--- src/design/psh_pkg.sv ---
// Shared types and constants for the per-source hit counter.
// No dependencies; compiled first.
package psh_pkg;

  localparam int ADDR_BITS = 32;
  localparam int HIT_BITS  = 32;

  typedef struct packed {
    logic live;
    logic matched;
    logic inserted;
  } probe_t;

endpackage

--- src/design/psh_cell.sv ---
// One table entry of the hit counter chain: holds an address and its count,
// and passes the search probe on to its neighbour each cycle. Uses psh_pkg.
module psh_cell
  import psh_pkg::*;
#(
  parameter int COUNT_BITS = 32
) (
  input  logic                  clk,
  input  logic                  rst,
  input  logic [ADDR_BITS-1:0]  key,
  input  logic                  in_use,
  input  probe_t                probe_in,
  input  logic [COUNT_BITS-1:0] count_in,
  output probe_t                probe_out,
  output logic [COUNT_BITS-1:0] count_out
);

  logic [ADDR_BITS-1:0]  address;
  logic [COUNT_BITS-1:0] hits;
  logic [COUNT_BITS-1:0] hits_next;
  logic [COUNT_BITS-1:0] count_next;
  probe_t                probe_next;
  logic                  write_addr;
  logic                  write_hits;

  always_comb begin
    probe_next = probe_in;
    count_next = count_in;
    hits_next  = hits;
    write_addr = 1'b0;
    write_hits = 1'b0;
    if (probe_in.live && !probe_in.matched && !probe_in.inserted) begin
      if (in_use) begin
        if (address == key) begin
          probe_next.matched = 1'b1;
          hits_next  = (hits == '1) ? hits : hits + COUNT_BITS'(1);
          write_hits = 1'b1;
          count_next = hits_next;
        end
      end else begin
        probe_next.inserted = 1'b1;
        hits_next  = COUNT_BITS'(1);
        write_addr = 1'b1;
        write_hits = 1'b1;
        count_next = COUNT_BITS'(1);
      end
    end
  end

  always_ff @(posedge clk) begin
    if (rst) begin
      probe_out <= '0;
    end else begin
      probe_out <= probe_next;
    end
  end

  always_ff @(posedge clk) begin
    count_out <= count_next;
    if (write_addr) begin
      address <= key;
    end
    if (write_hits) begin
      hits <= hits_next;
    end
  end

endmodule

--- config.mk ---
export PLATFORM = sky130hd
export DESIGN_NAME = psh_cell
export DESIGN_NICKNAME = d
export VERILOG_FILES = /design/src/design/psh_pkg.sv /design/src/design/psh_cell.sv
export SDC_FILE = /design/constraint.sdc
export NUM_CORES = 1
export LEC_CHECK = 0
export ABC_CLOCK_PERIOD_IN_PS = 3510
export BUFFER_PORTS_ARGS = -buffer_cell sky130_fd_sc_hd__buf_2
export CAP_MARGIN = 0
export CORE_MARGIN = 2
export CORE_UTILIZATION = 30
export CTS_CLUSTER_DIAMETER = 50
export DETAILED_ROUTE_END_ITERATION = 6
export PLACE_DENSITY = 0.59
export SETUP_SLACK_MARGIN = 0.05
export SYNTH_ARGS = -nofsm -noshare
export SYNTH_HDL_FRONTEND = slang
export SYNTH_SLANG_ARGS = --single-unit
--- constraint.sdc ---
create_clock -name clk -period 3.51 [get_ports clk]
set_clock_uncertainty 0.15 [all_clocks]
set_input_delay 0.702 -clock clk [delete_from_list [all_inputs] [get_ports clk]]
set_output_delay 0.702 -clock clk [all_outputs]
set_load 0.01 [all_outputs]
======== Yosys cells after proc, flatten, opt, wreduce, memory -nomap -nowiden ========
Cells that the tools add are included.
storage, ports and cells
  input port bits ......................... 70
  output and inout bits ................... 35
  logic and storage cells ................. 29
  bits in registers ....................... 99
operators by class
  reduce and logical (&&, ||, !) cells .... 5
  equality and inequality tests ........... 3
  multiplexer cells ....................... 14
  $add $sub $neg .......................... 1
operator list
  kind                     count
  $mux W32                 5
  $add A32 B1 Y32 const B  1
  $eq A32 B32 Y1           1
  $eq A32 B32 Y1 const B   1
  $mux W1                  8
  $reduce_and A3 Y1        1
  $logic_and A1 B1 Y1      2
  $logic_not A1 Y1         2
  $mux W2                  1
  $ne A2 B1 Y1 const B     1

======== Depth between registers and ports, before layout ========
  depth after elaboration ................. 5
  mapped depth ............................ 9
  gate-level depth less buffers ........... 7

======== Worst setup path after synthesis ========
No wires, ideal clock.
  kind .................................... input -> register
  start ................................... in key[11]
  end ..................................... reg hits[0] (enable)
  library setup time ...................... 0.387 ns
  buffers on the path ..................... 1
  data arrival time ....................... 2.391 ns
  data required time ...................... 2.973 ns
  stages .................................. 7
  slack ................................... 0.583 ns
  path through ............................ xnor2_1 -> nand4_1 -> nor4_1 -> nand2_1 -> a21o_1 -> clkbuf_1 -> inv_1
between the ends
  cells in the longest elaborated chain, start to end .. 5
  elaborated cells between the ends (all ways) .. 6
  classes of those cells .................. eq/ne (2); mux (3); reduce/logical (1)
ends and longest elaborated chain
  what                                    RTL line        source
  start, declared                         psh_cell.sv:10  input logic [ADDR_BITS-1:0] key,
  $eq A32 B32 Y1 (*)                      psh_cell.sv:34  if (address == key) begin
  $mux W1                                 psh_cell.sv:34
  $mux W1                                 psh_cell.sv:33  if (in_use) begin
  $mux W1                                 psh_cell.sv:32  if (probe_in.live && !probe_in.matched && !probe_in.inserted) begin
  $reduce_and A3 Y1 (no source line) (*)  -
  end signal, assigned                    psh_cell.sv:64  hits <= hits_next;
  end, declared                           psh_cell.sv:19  logic [COUNT_BITS-1:0] hits;
Every way passes the cells marked *; elsewhere a longest branch is shown, timed or not.
A chain may end at the register's enable or synchronous reset.

======== Worst setup path after layout ========
  start ................................... reg hits[10]
  end ..................................... reg hits[9] (data pin)
between the ends
  cells in the longest elaborated chain, start to end .. 3
ends and longest elaborated chain
  what            RTL line        source
  $eq A32 B32 Y1  psh_cell.sv:36  hits_next = (hits == '1) ? hits : hits + COUNT_BITS'(1);
  $mux W32        psh_cell.sv:36
  $mux W32        psh_cell.sv:34
No other way between the ends. The select of a mux whose other input is x is not followed.

==> results.yml <==
logic_synthesis:
  synth-seq-cells: 99
  yosysTopAreaCell: "edfxtp_1"
  syn_area_um2: 4220
  synth_fp_nets: 407
  synth_area_leaders: "edfxtp_1 (45%), dfxtp_1 (17%), xnor2_1 (9.3%)"
  syn_inst: 336
  syn_area_per_cell_um2: 12.6
  synth_most_common_cell: "edfxtp_1"
  ys_top_cells_by_count: "edfxtp_1 (64), nor2_1 (46), xnor2_1 (45)"
  postSynth.asyncResetShare_pct: 0
  ys_dominant_reg_cell: "edfxtp_1"
  synth.distinct_cells: 40
  synth_seq_area_share_pct: 62.1
  synth_top_area_share_pct: 45.5
  synth_warnings: 0
  synth_edf_count: 64
cts:
  cts_sinks: 99
  cts_root_buf: "clkbuf_16"
  postCtsSetupRepairBufs: 0
  cts_max_level: 3
  cts_buffers: 9
  cts_hold_buffers: 0
  ctsResizeCount: 0
  clk_latency_ns: 0.35
  cts_tree: "yes"
  clockBufferDepth: 2
  clkTransAtPathRegs_ns: 0.06
timing:
  rsz0062_at_grt: "false"
  slew_viol_final: 0
  min_period_ns: 2.73
  max_freq_ghz: 0.367
  final-setup-viol-count: 0
  worst_slew_pin_slew_ns: 0.471
  finalHoldViolations: 0
  finalCritPeriodShare_pct: 77.7
  slew_headroom_pct: 68.4
  fin_tns_setup_ns: 0
critical_path:
  cp_max_fo: 9
  critical_path_required_ns: 3.46
  path_class: "reg2reg"
  critPathCaptureType: "register"
  cp.arrival_ns: 2.68
  cp-start-kind: "register"
global_routing:
  grt_pass1_vias: 2927
  gr-total-overflow: 0
  grt_antenna_before_repair: 0
  grt_pass1_wl_um: 14600
  track_usage_pct: 13.0
  grt_max_degree: 34
detailed_routing:
  vias_per_cell: 4.53
  wire_per_inst_um: 14.8
  routed_wl_um: 9260
  firstDrtPassIters: 4
  drt_iter0_drc: 174
  drc: 0
  antenna_left: 0
  via_count: 2840
place:
  dp.cells: 611
  dp_hpwl_um: 6630
  numPortBuffers: 104
  gp_congestion: 0.759
power_and_ir_drop:
  max-vdd-ir-drop_mv: 0.218
  power_leakage_nw: 1.90
  combPwrFrac_pct: 7.1
  powerDensity_nw_per_um2: 466
  p_sw_mw: 0.530
  p_seq_share_pct: 53.2
  clkPwrFrac_pct: 39.7
  swShare_pct: 21.7
  p_int_mw: 1.91
die:
  pin_count: 105
  initial_core_util_pct: 30.5
  die-area_um2: 15000
  std_cell_rows: 43
  die_y_um: 123
  die_width_um: 123
  coreArea_um2: 13800
final_layout:
  seqCellArea_um2: 2620
  drive_above_1_share_pct: 30.9
  final_cells: 627
  n_fill_cell: 1372
  multiInputGateArea_um2: 1520
  antenna_cells: 0
  num-nets-final: 513
  syn2layout_area_growth_pct: 24.1
hold_path:
  hp-class: "in2reg"
job:
  drv_cap: 0
outcome:
  status: "finished clean"
[metrics by stage]
stage	cell area (um^2)	power, mW	utilization, %	setup slack (ns)	hold WS [ns]
4_1_cts	5240	2.48	37.9	0.759	0.375
3_3_place_gp	4950	1.49	35.8	0.769	0.442
3_5_place_dp	4950	1.50	35.8	0.732	0.443
5_1_grt	5240	2.54	37.9	0.644	0.375
2_1_floorplan	4220	1.41	-	0.583	0.388
6_report	5240	2.44	37.9	0.784	0.390
[sequential cells by signal (all words and copies together), names as in the netlist]
name,flops
hits,32
probe_out,3
address,32
count_out,32
[final timing paths]
kind                         to  slack (ns)  startpoint  cells past startpoint
hold reg to reg   count_out[25]        0.47    hits[25]                      2
setup / recovery        hits[9]        0.78    hits[10]                      6
setup reg to reg        hits[9]        0.78    hits[10]                      6
hold / removal     probe_out[0]        0.39         rst                      2
[cell type report]
cell class	instances	share of cell area, %
clock inverter	3	0.406
timing repair buffer	109	10.6
tap	180	4.30
inverter	5	0.358
sequential	99	50.0
clock buffer	13	5.16
multi-input combinational	218	29.1
[placed cells by master, fill, tap and decap left out, drive strengths merged, types with 2 or more instances in the layout]
| cell type | n |
|---|---|
| buf | 109 |
| mux2i | 2 |
| nor4 | 3 |
| clkbuf | 13 |
| xor2 | 16 |
| clkinvlp | 2 |
| o2bb2ai | 31 |
| or3 | 4 |
| edfxtp | 64 |
| nor3 | 7 |
| inv | 6 |
| a211oi | 2 |
| dfxtp | 35 |
| and3 | 2 |
| nor2b | 2 |
| or2 | 2 |
| and4 | 3 |
| xnor2 | 45 |
| nand4 | 15 |
| nor2 | 46 |
| nand2 | 14 |
| nor3b | 2 |
| nand3 | 10 |
[power by group through the flow]
stage | clock [mW] | combinational (mW) | sequential (mW)
finish | 0.969 | 0.174 | 1.30
global route | 1.05 | 0.193 | 1.30
CTS | 1.01 | 0.177 | 1.30
detailed placement | 0 | 0.177 | 1.32
global placement | 0 | 0.172 | 1.32
floorplan | 0 | 0.0729 | 1.34
[critical path, stage by stage, from the launching register on]
cell and delay, ns:
edfxtp_1 0.42, nand4_1 0.16, or4_1 0.72, or3_1 0.59, nand4b_2 0.19, xor2_2 0.18, nor2_1 0.05
[cells by family (layout without fill, tap and decap cells)]
group / Yosys count / count (layout) / share of synthesized area, %
compound gates: 39 / 39 / 7.88
flops: 99 / 99 / 62.1
simple gates: 115 / 115 / 14.0
mux: 2 / 2 / 0.474
buf+inv: 19 / 130 / 1.90
xor+xnor: 61 / 61 / 13.4
fa+ha+maj: 1 / 1 / 0.296
[layer usage]
metal	wire, um	vias up	track usage, %
met1	4270	1335	16.3
met3	527	16	4.51
met4	205	0	5.53
met2	4250	66	20.2
met5	0	-	0
li1	-	1423	-
Power figures use the tool's default switching activity.
